<file path="config.mk">
export PLATFORM = sky130hd
export DESIGN_NAME = i2c_master_byte_engine
export DESIGN_NICKNAME = d
export VERILOG_FILES = /design/src/rtl/i2cm_pkg.sv /design/src/rtl/i2cm_core.sv /design/src/rtl/i2c_master_byte_engine.sv
export SDC_FILE = /design/constraint.sdc
export NUM_CORES = 1
export LEC_CHECK = 0
export CORE_UTILIZATION = 35
export DETAILED_ROUTE_END_ITERATION = 12
export DONT_BUFFER_PORTS = 1
export GPL_ROUTABILITY_DRIVEN = 0
export SETUP_SLACK_MARGIN = 0.05
export SLEW_MARGIN = 0
export SYNTH_ARGS = -nofsm -noshare
export SYNTH_HDL_FRONTEND = slang
export SYNTH_SLANG_ARGS = --single-unit
export TNS_END_PERCENT = 100
</file>
<file path="constraint.sdc">
create_clock -name clock -period 7.6 [get_ports clock]
set_clock_uncertainty 0.15 [all_clocks]
set_input_delay 0.38 -clock clock [delete_from_list [all_inputs] [get_ports clock]]
set_output_delay 0.38 -clock clock [all_outputs]
set_load 0.01 [all_outputs]
</file>
<file path="src/rtl/i2cm_pkg.sv">
package i2cm_pkg;

   localparam int unsigned FUNC_W   = 3;
   localparam int unsigned BYTE_W   = 8;
   localparam int unsigned REQ_DW   = 16;
   localparam int unsigned RSP_DW   = 16;
   localparam int unsigned BCOUNT_W = 3;
   localparam int unsigned QUART_W  = 2;

   localparam logic [BCOUNT_W-1:0] BIT_LAST = 3'd7;

   typedef enum logic [FUNC_W-1:0] {
      FUNC_TICK      = 3'd0,
      FUNC_START     = 3'd1,
      FUNC_WRITE     = 3'd2,
      FUNC_READ_ACK  = 3'd3,
      FUNC_READ_NACK = 3'd4,
      FUNC_STOP      = 3'd5
   } func_type;

   typedef enum logic [10:0] {
      ST_IDLE = 11'b000_0000_0001,
      ST_SA   = 11'b000_0000_0010,
      ST_SB   = 11'b000_0000_0100,
      ST_SC   = 11'b000_0000_1000,
      ST_PA   = 11'b000_0001_0000,
      ST_PB   = 11'b000_0010_0000,
      ST_PC   = 11'b000_0100_0000,
      ST_WBIT = 11'b000_1000_0000,
      ST_WACK = 11'b001_0000_0000,
      ST_RBIT = 11'b010_0000_0000,
      ST_RACK = 11'b100_0000_0000
   } state_type;

   typedef struct packed {
      logic [FUNC_W-1:0] func;
      logic [BYTE_W-1:0] tx_data;
      logic              scl_in;
      logic              sda_in;
   } item_type;

   typedef struct packed {
      logic              scl_release;
      logic              sda_release;
      logic              busy_res;
      logic              done_res;
      logic [BYTE_W-1:0] rx_data;
      logic              ack_seen;
   } result_type;

endpackage

</file>
<file path="src/rtl/i2cm_core.sv">
module i2cm_core (
   input  logic                clock,
   input  logic                reset,
   input  logic                fire,
   input  i2cm_pkg::item_type   item,
   output i2cm_pkg::result_type result
);

   i2cm_pkg::state_type                  state_ff, state_in, cur_state;
   logic [i2cm_pkg::QUART_W-1:0]         quarter_ff, quarter_in, cur_quarter;
   logic [i2cm_pkg::BCOUNT_W-1:0]        bit_count_ff, bit_count_in, cur_bit_count;
   logic [i2cm_pkg::BYTE_W-1:0]          shift_ff, shift_in, cur_shift;
   logic                                 nack_ff, nack_in, cur_nack;
   logic                                 ack_ff, ack_in;
   logic                                 scl_ff, scl_in;
   logic                                 sda_ff, sda_in;
   logic [i2cm_pkg::BYTE_W-1:0]          rx_ff, rx_in;
   logic                                 done;
   logic                                 byte_state;

   // command decode, taken only when idle
   always_comb begin
      cur_state     = state_ff;
      cur_quarter   = quarter_ff;
      cur_bit_count = bit_count_ff;
      cur_shift     = shift_ff;
      cur_nack      = nack_ff;
      if (state_ff == i2cm_pkg::ST_IDLE) begin
         case (i2cm_pkg::func_type'(item.func))
            i2cm_pkg::FUNC_START: begin
               cur_state = i2cm_pkg::ST_SA;
            end
            i2cm_pkg::FUNC_WRITE: begin
               cur_state     = i2cm_pkg::ST_WBIT;
               cur_quarter   = '0;
               cur_bit_count = '0;
               cur_shift     = item.tx_data;
            end
            i2cm_pkg::FUNC_READ_ACK: begin
               cur_state     = i2cm_pkg::ST_RBIT;
               cur_quarter   = '0;
               cur_bit_count = '0;
               cur_shift     = '0;
               cur_nack      = 1'b0;
            end
            i2cm_pkg::FUNC_READ_NACK: begin
               cur_state     = i2cm_pkg::ST_RBIT;
               cur_quarter   = '0;
               cur_bit_count = '0;
               cur_shift     = '0;
               cur_nack      = 1'b1;
            end
            i2cm_pkg::FUNC_STOP: begin
               cur_state = i2cm_pkg::ST_PA;
            end
            default: begin
               cur_state = state_ff;
            end
         endcase
      end
   end

   // one bus quarter
   always_comb begin
      state_in     = cur_state;
      quarter_in   = cur_quarter;
      bit_count_in = cur_bit_count;
      shift_in     = cur_shift;
      nack_in      = cur_nack;
      ack_in       = ack_ff;
      scl_in       = scl_ff;
      sda_in       = sda_ff;
      rx_in        = rx_ff;
      done         = 1'b0;
      byte_state   = 1'b0;
      case (cur_state)
         i2cm_pkg::ST_IDLE: begin
            state_in = i2cm_pkg::ST_IDLE;
         end
         i2cm_pkg::ST_SA: begin
            scl_in   = 1'b1;
            sda_in   = 1'b1;
            state_in = i2cm_pkg::ST_SB;
         end
         i2cm_pkg::ST_SB: begin
            if (item.scl_in) begin
               sda_in   = 1'b0;
               state_in = i2cm_pkg::ST_SC;
            end
         end
         i2cm_pkg::ST_SC: begin
            scl_in   = 1'b0;
            state_in = i2cm_pkg::ST_IDLE;
            done     = 1'b1;
         end
         i2cm_pkg::ST_PA: begin
            scl_in   = 1'b0;
            sda_in   = 1'b0;
            state_in = i2cm_pkg::ST_PB;
         end
         i2cm_pkg::ST_PB: begin
            scl_in   = 1'b1;
            state_in = i2cm_pkg::ST_PC;
         end
         i2cm_pkg::ST_PC: begin
            if (item.scl_in) begin
               sda_in   = 1'b1;
               state_in = i2cm_pkg::ST_IDLE;
               done     = 1'b1;
            end
         end
         i2cm_pkg::ST_WBIT, i2cm_pkg::ST_WACK, i2cm_pkg::ST_RBIT, i2cm_pkg::ST_RACK: begin
            byte_state = 1'b1;
         end
         default: begin
            state_in = i2cm_pkg::ST_IDLE;
         end
      endcase

      if (byte_state) begin
         case (cur_quarter)
            2'd0: begin
               scl_in = 1'b0;
               if (cur_state == i2cm_pkg::ST_WBIT) begin
                  sda_in = cur_shift[i2cm_pkg::BYTE_W-1];
               end else if (cur_state == i2cm_pkg::ST_RACK) begin
                  sda_in = cur_nack;
               end else begin
                  sda_in = 1'b1;
               end
               quarter_in = cur_quarter + 2'd1;
            end
            2'd1: begin
               scl_in     = 1'b1;
               quarter_in = cur_quarter + 2'd1;
            end
            2'd2: begin
               if (item.scl_in) begin
                  if (cur_state == i2cm_pkg::ST_WACK) begin
                     ack_in = ~item.sda_in;
                  end
                  if (cur_state == i2cm_pkg::ST_RBIT) begin
                     shift_in = {cur_shift[i2cm_pkg::BYTE_W-2:0], item.sda_in};
                  end
                  quarter_in = cur_quarter + 2'd1;
               end
            end
            default: begin
               scl_in     = 1'b0;
               quarter_in = '0;
               if (cur_state == i2cm_pkg::ST_WBIT || cur_state == i2cm_pkg::ST_RBIT) begin
                  if (cur_bit_count == i2cm_pkg::BIT_LAST) begin
                     bit_count_in = '0;
                     state_in     = (cur_state == i2cm_pkg::ST_WBIT) ?
                                    i2cm_pkg::ST_WACK : i2cm_pkg::ST_RACK;
                  end else begin
                     bit_count_in = cur_bit_count + 3'd1;
                     if (cur_state == i2cm_pkg::ST_WBIT) begin
                        shift_in = {cur_shift[i2cm_pkg::BYTE_W-2:0], 1'b0};
                     end
                  end
               end else begin
                  if (cur_state == i2cm_pkg::ST_RACK) begin
                     rx_in = cur_shift;
                  end
                  state_in = i2cm_pkg::ST_IDLE;
                  done     = 1'b1;
               end
            end
         endcase
      end
   end

   always_ff @(posedge clock) begin
      if (reset) begin
         state_ff     <= i2cm_pkg::ST_IDLE;
         quarter_ff   <= '0;
         bit_count_ff <= '0;
         shift_ff     <= '0;
         nack_ff      <= 1'b0;
         ack_ff       <= 1'b0;
         scl_ff       <= 1'b1;
         sda_ff       <= 1'b1;
         rx_ff        <= '0;
      end else if (fire) begin
         state_ff     <= state_in;
         quarter_ff   <= quarter_in;
         bit_count_ff <= bit_count_in;
         shift_ff     <= shift_in;
         nack_ff      <= nack_in;
         ack_ff       <= ack_in;
         scl_ff       <= scl_in;
         sda_ff       <= sda_in;
         rx_ff        <= rx_in;
      end
   end

   always_comb begin
      result.scl_release = scl_in;
      result.sda_release = sda_in;
      result.busy_res    = (state_in != i2cm_pkg::ST_IDLE);
      result.done_res    = done;
      result.rx_data     = rx_in;
      result.ack_seen    = ack_in;
   end

`ifndef SYNTHESIS
   a_bitcount_in_data: assert property (@(posedge clock) disable iff (reset)
      (bit_count_ff != '0) |-> (state_ff == i2cm_pkg::ST_WBIT || state_ff == i2cm_pkg::ST_RBIT))
      else $error("bit count set outside data bits");

   a_quarter_in_byte: assert property (@(posedge clock) disable iff (reset)
      (quarter_ff != '0) |-> (state_ff == i2cm_pkg::ST_WBIT || state_ff == i2cm_pkg::ST_WACK ||
                              state_ff == i2cm_pkg::ST_RBIT || state_ff == i2cm_pkg::ST_RACK))
      else $error("quarter count set outside byte transfer");

   a_start_stretch: assert property (@(posedge clock) disable iff (reset)
      (fire && state_ff == i2cm_pkg::ST_SB && !item.scl_in) |=> (state_ff == i2cm_pkg::ST_SB))
      else $error("start left wait while scl held low");

   a_done_idle: assert property (@(posedge clock) disable iff (reset)
      (fire && result.done_res) |=> (state_ff == i2cm_pkg::ST_IDLE))
      else $error("done without return to idle");

   a_idle_scl_low_after_start: assert property (@(posedge clock) disable iff (reset)
      (fire && state_ff == i2cm_pkg::ST_SC) |=> (!scl_ff && !sda_ff))
      else $error("start condition left lines in wrong state");
`endif

endmodule

</file>
<file path="src/rtl/i2c_master_byte_engine.sv">
// channel | dir | tdata (low bit up)                                 | tuser
// req     | in  | tx_data[7:0], scl_in, sda_in, pad                  | func[2:0]
// rsp     | out | scl_release, sda_release, busy_res, done_res,      | -
//         |     | rx_data[7:0], ack_seen, pad                        |
// one beat in, one beat out; a beat per cycle sustained while rsp is not stalled
// registered path: input register, then bus step into the output register
// reset is synchronous and leaves both lines released and the engine idle
// a stall on rsp holds the output register and the input register behind it
module i2c_master_byte_engine (
   input  logic                          clock,
   input  logic                          reset,
   input  logic                          req_tvalid,
   output logic                          req_tready,
   input  logic [i2cm_pkg::REQ_DW-1:0]   req_tdata,  // tx_data, scl_in, sda_in
   input  logic [i2cm_pkg::FUNC_W-1:0]   req_tuser,  // func
   output logic                          rsp_tvalid,
   input  logic                          rsp_tready,
   output logic [i2cm_pkg::RSP_DW-1:0]   rsp_tdata   // scl, sda, busy, done, rx_data, ack
);

   logic                   in_valid_ff, in_valid_in;
   i2cm_pkg::item_type      in_item_ff;
   logic                   out_valid_ff, out_valid_in;
   i2cm_pkg::result_type    out_res_ff;
   i2cm_pkg::result_type    step_res;
   logic                   out_free;
   logic                   fire;
   logic                   req_fire;

   assign out_free   = !out_valid_ff || rsp_tready;
   assign fire       = in_valid_ff && out_free;
   assign req_tready = !in_valid_ff || out_free;
   assign req_fire   = req_tvalid && req_tready;

   assign in_valid_in  = req_fire || (in_valid_ff && !fire);
   assign out_valid_in = fire || (out_valid_ff && !rsp_tready);

   always_ff @(posedge clock) begin
      if (reset) begin
         in_valid_ff  <= 1'b0;
         out_valid_ff <= 1'b0;
      end else begin
         in_valid_ff  <= in_valid_in;
         out_valid_ff <= out_valid_in;
      end
   end

   always_ff @(posedge clock) begin
      if (req_fire) begin
         in_item_ff.func    <= req_tuser;
         in_item_ff.tx_data <= req_tdata[7:0];
         in_item_ff.scl_in  <= req_tdata[8];
         in_item_ff.sda_in  <= req_tdata[9];
      end
      if (fire) begin
         out_res_ff <= step_res;
      end
   end

   i2cm_core u_core (
      .clock  (clock),
      .reset  (reset),
      .fire   (fire),
      .item   (in_item_ff),
      .result (step_res)
   );

   assign rsp_tvalid = out_valid_ff;
   assign rsp_tdata  = {3'b000,
                        out_res_ff.ack_seen,
                        out_res_ff.rx_data,
                        out_res_ff.done_res,
                        out_res_ff.busy_res,
                        out_res_ff.sda_release,
                        out_res_ff.scl_release};

endmodule
</file>
==> impl_summary.md <==
Status
The flow ran to the end, and the final reports show no timing, DRC or antenna violations.

Clock network
The TritonCTS clock tree is done. The clock latency reported for the late side of the worst-skew pair is 340 ps. The number of buffers inserted during clock tree synthesis is 9. Clock-pin slew was measured on the worst setup and hold paths at 80 ps. The number of gates resized after CTS is 0.

No sink is reached through more buffers than the 2 on the longest clock path. The setup fix buffers added after clock tree synthesis is 0. The cell chosen for the clock root is sky130_fd_sc_hd__clkbuf_8. The H-tree was split into 3 levels. The number of hold buffers added after cts is 14. Clock tree synthesis found a total of 64 sinks.

Synth
The mean instance size in the synthesized netlist is 9.312 µm². The mapped netlist covers 3492 µm². For this run, the register share of the synthesized area comes to 0.4414. The cell count after synthesis came out at 375. The count of flip-flops with a built-in enable after synthesis is 26. The async set or reset register ratio after synthesis is 0. The count of yosys warnings during synthesis is 0. The flip-flop cell with the highest count after synthesis is sky130_fd_sc_hd__dfxtp_1. The count of distinct cell types in the synthesized netlist is 66. After synthesis the netlist holds a flip-flop and latch count of 64.

Run
The max-cap check violation count is 0.

Pwr
Internal power comes to 626.1 µW. Of the total power, registers draw 0.455. The static leakage is 1.355 nW. Of the total power, combinational logic draws 0.110. The worst vdd rail ir drop is 0.1080 mV. The share of total power dissipated in the clock network is 0.435. For this design the ratio of total power to cell area is 213.8 nW/µm². Of the total power, the share spent switching nets is 0.2567.

The switching power is 216.2 µW.

Die
The number of rows created at floorplan is 36. The floorplan step defined a die boundary enclosing 10,380 µm². The boundary pin count is 41.

The width of the die is 101.9 µm. The initial core utilization is 0.3589. The floorplan step set the die height to 101.9 µm.

After floorplanning, the core was sized to cover 9729 µm².

Layout
The signed area change from the synthesized netlist to the final layout is 12.79%. The fraction of final layout cells sized beyond drive strength 1 is 0.08854. The total number of nets in the final design is 408. The finished layout cell area is 3939 µm².

The repair_antennas step left the layout with diodes totalling 0.

Detailed routing
The detailed router placed 2,882 vias in this run. The mean routed wirelength per cell is 16.30 µm. Once detail routing completed, the nets flagged for antenna violations numbered 0. Before antenna repair, the detailed router went through 4 iterations. The DRC violation total after the first TritonRoute iteration is 232. Wires add up to 8.425 mm. The number of DRC violations after detailed routing is 0. The mean number of vias per cell is 5.574.

Worst setup path
The critical path data arrival time is 4230 ps. The last element of the critical path is u_core.shift_ff[2]. The kind of start point of the critical path is a flip-flop. The startpoint of the worst setup timing path is u_core.state_ff[8].

STA classifies the critical path endpoint as a flip-flop. Across all register-to-register paths, the minimum setup slack is 3500 ps. The terminus of the critical flop-to-flop path is u_core.shift_ff[2].

The critical path is of the flip-flop to flip-flop type. The highest net fanout along the worst path is 19. The worst reg-to-reg path cell count is 12. The worst reg2reg path startpoint is u_core.state_ff[8]. The required time of the critical path is 7730 ps.

STA
The worst max-slew margin expressed relative to the limit is 0.2755. The number of max-slew violations in the final report is 0. After routing, the total negative slack on setup checks comes to 0 ps. Timing would allow up to 244.0 MHz. Setup repair after global routing left no endpoint under its margin. The final setup violation count is 0.

The final count of hold timing violations is 0. The minimum clock period is 4099 ps. At the pin with the least slew margin, the transition time is 1085 ps. Dividing the final minimum period by the clock period gives 0.5393.

Global route
Entering global routing, the biggest net connects 30 pins. For this run, the total global-route usage over all layers was measured as 0.1729. The number of antenna violations at the first check in global routing came to 0. Summed over all layers, the global routing overflow is 0.

The first-pass GRT wire length is 13.63 mm. The number of global-route vias before repair is 2,692.

Placement
The placed wire-length estimate after detailed placement is 5.687 mm. The placed standard-cell area is 3550 µm². The number of port buffers is 0.

Min path
The class of the most critical hold timing path is primary input to flip-flop.
## cell usage after synthesis, drive strengths merged (3+ instances only)
master,count,area (µm²)
a32oi,3,26.28
a21oi,22,110.1
a221o,7,70.07
a211oi,9,77.57
or4,4,33.78
and2,7,43.79
nand4,3,18.77
nor2,38,158.9
clkbuf,16,60.06
edfxtp,26,780.8
a22o,7,61.31
nand3,4,20.02
nor3,20,115.1
nand2,33,123.9
nor4,7,56.30
nand2b,9,56.30
a22oi,9,67.56
a31oi,7,43.79
a32o,4,40.04
o31ai,4,30.03
or3,5,41.29
inv,7,26.28
buf,10,78.82
and3,3,18.77
dfxtp,38,760.7
o21ai,25,125.1
nor2b,4,25.02
ha,6,75.07
## logic make-up after synthesis
group           Yosys count  share of synthesized area
flops                    64                     0.4414
other cells               1                   0.001074
mux                       1                   0.003224
buf+inv                  33                    0.04730
xor+xnor                  3                   0.007526
compound gates          119                     0.2437
simple gates            148                     0.2343
fa+ha+maj                 6                    0.02150
## cells in the final DEF, fill, tap and decap left out, types with 12 or more instances in the layout
cell type                       instances
sky130_fd_sc_hd__dfxtp_1               38
sky130_fd_sc_hd__nor2_1                37
sky130_fd_sc_hd__nand2_1               33
sky130_fd_sc_hd__edfxtp_1              26
sky130_fd_sc_hd__a21oi_1               22
sky130_fd_sc_hd__nor3_1                17
sky130_fd_sc_hd__dlygate4sd3_1         14
sky130_fd_sc_hd__o21ai_1               13
sky130_fd_sc_hd__o21ai_0               12
## final cells by class
| class | count | area, µm² |
|---|---|---|
| timing repair buffer | 17 | 162.7 |
| inverter | 7 | 26.28 |
| multi-input combinational | 280 | 1793 |
| tap | 133 | 166.4 |
| sequential | 64 | 1541 |
| fill | 1011 | 5791 |
| clock inverter | 7 | 125.1 |
| clock buffer | 9 | 123.9 |
## routing by layer
metal,vias to the layer above,share of wire,global-route usage
met5,-,0,0
met4,0,0.013,0.05714
met3,10,0.054,0.04036
met2,89,0.43,0.2583
met1,1356,0.51,0.2456
li1,1427,-,-
## how the worst min path moves through the flow
stage / from / end / slack [ps] / cells past startpoint
after floorplan: u_core.ack_ff / u_core.ack_ff / 280 / 2
after global placement: u_core.ack_ff / u_core.ack_ff / 290 / 2
after detailed placement: u_core.ack_ff / u_core.ack_ff / 300 / 2
after CTS: req_tvalid / in_valid_ff / 1 / 2
after global routing: req_tvalid / in_valid_ff / 7 / 2
final: req_tvalid / in_valid_ff / 10 / 2
## registers in the layout, indices dropped and copies added (netlist names)
name / count
in_item_ff: 13
rsp_tdata: 13
u_core.state_ff: 11
u_core.rx_ff: 8
u_core.shift_ff: 8
u_core.bit_count_ff: 3
u_core.quarter_ff: 2
in_valid_ff: 1
rsp_tvalid: 1
u_core.ack_ff: 1
u_core.nack_ff: 1
u_core.scl_ff: 1
u_core.sda_ff: 1
## critical path: stages, from the launching register on
cell and delay, ps:
sky130_fd_sc_hd__dfxtp_1 410, sky130_fd_sc_hd__or4_1 600, sky130_fd_sc_hd__nor4_1 440, sky130_fd_sc_hd__o21ai_1 120
sky130_fd_sc_hd__buf_4 230, sky130_fd_sc_hd__nand2_1 140, sky130_fd_sc_hd__inv_1 80, sky130_fd_sc_hd__ha_1 340
sky130_fd_sc_hd__nor2_1 160, sky130_fd_sc_hd__nor4b_1 820, sky130_fd_sc_hd__o21ai_0 210, sky130_fd_sc_hd__a21oi_1 180
sky130_fd_sc_hd__a221o_1 130
## power groups by stage
stage | combinational, mW | clock (mW) | sequential [mW]
3_3_place_gp | 0.0822 | 0 | 0.391
4_1_cts | 0.0918 | 0.376 | 0.383
2_1_floorplan | 0.0694 | 0 | 0.385
3_5_place_dp | 0.0832 | 0 | 0.391
5_1_grt | 0.102 | 0.392 | 0.384
6_report | 0.0926 | 0.366 | 0.383
## stage by stage
step	std cells	util	setup WS (ps)	hold WS, ps	total power [mW]
after floorplan	377	-	4074	282.9	0.4544
after global routing	517	0.4048	3237	7.286	0.8785
after detailed placement	487	0.3648	3643	299.2	0.4742
after CTS	517	0.4048	3614	1.109	0.8504
after global placement	487	0.3648	3685	285.1	0.4727
final	517	0.4048	3501	12.60	0.8423
Power figures use the tool's default switching activity.
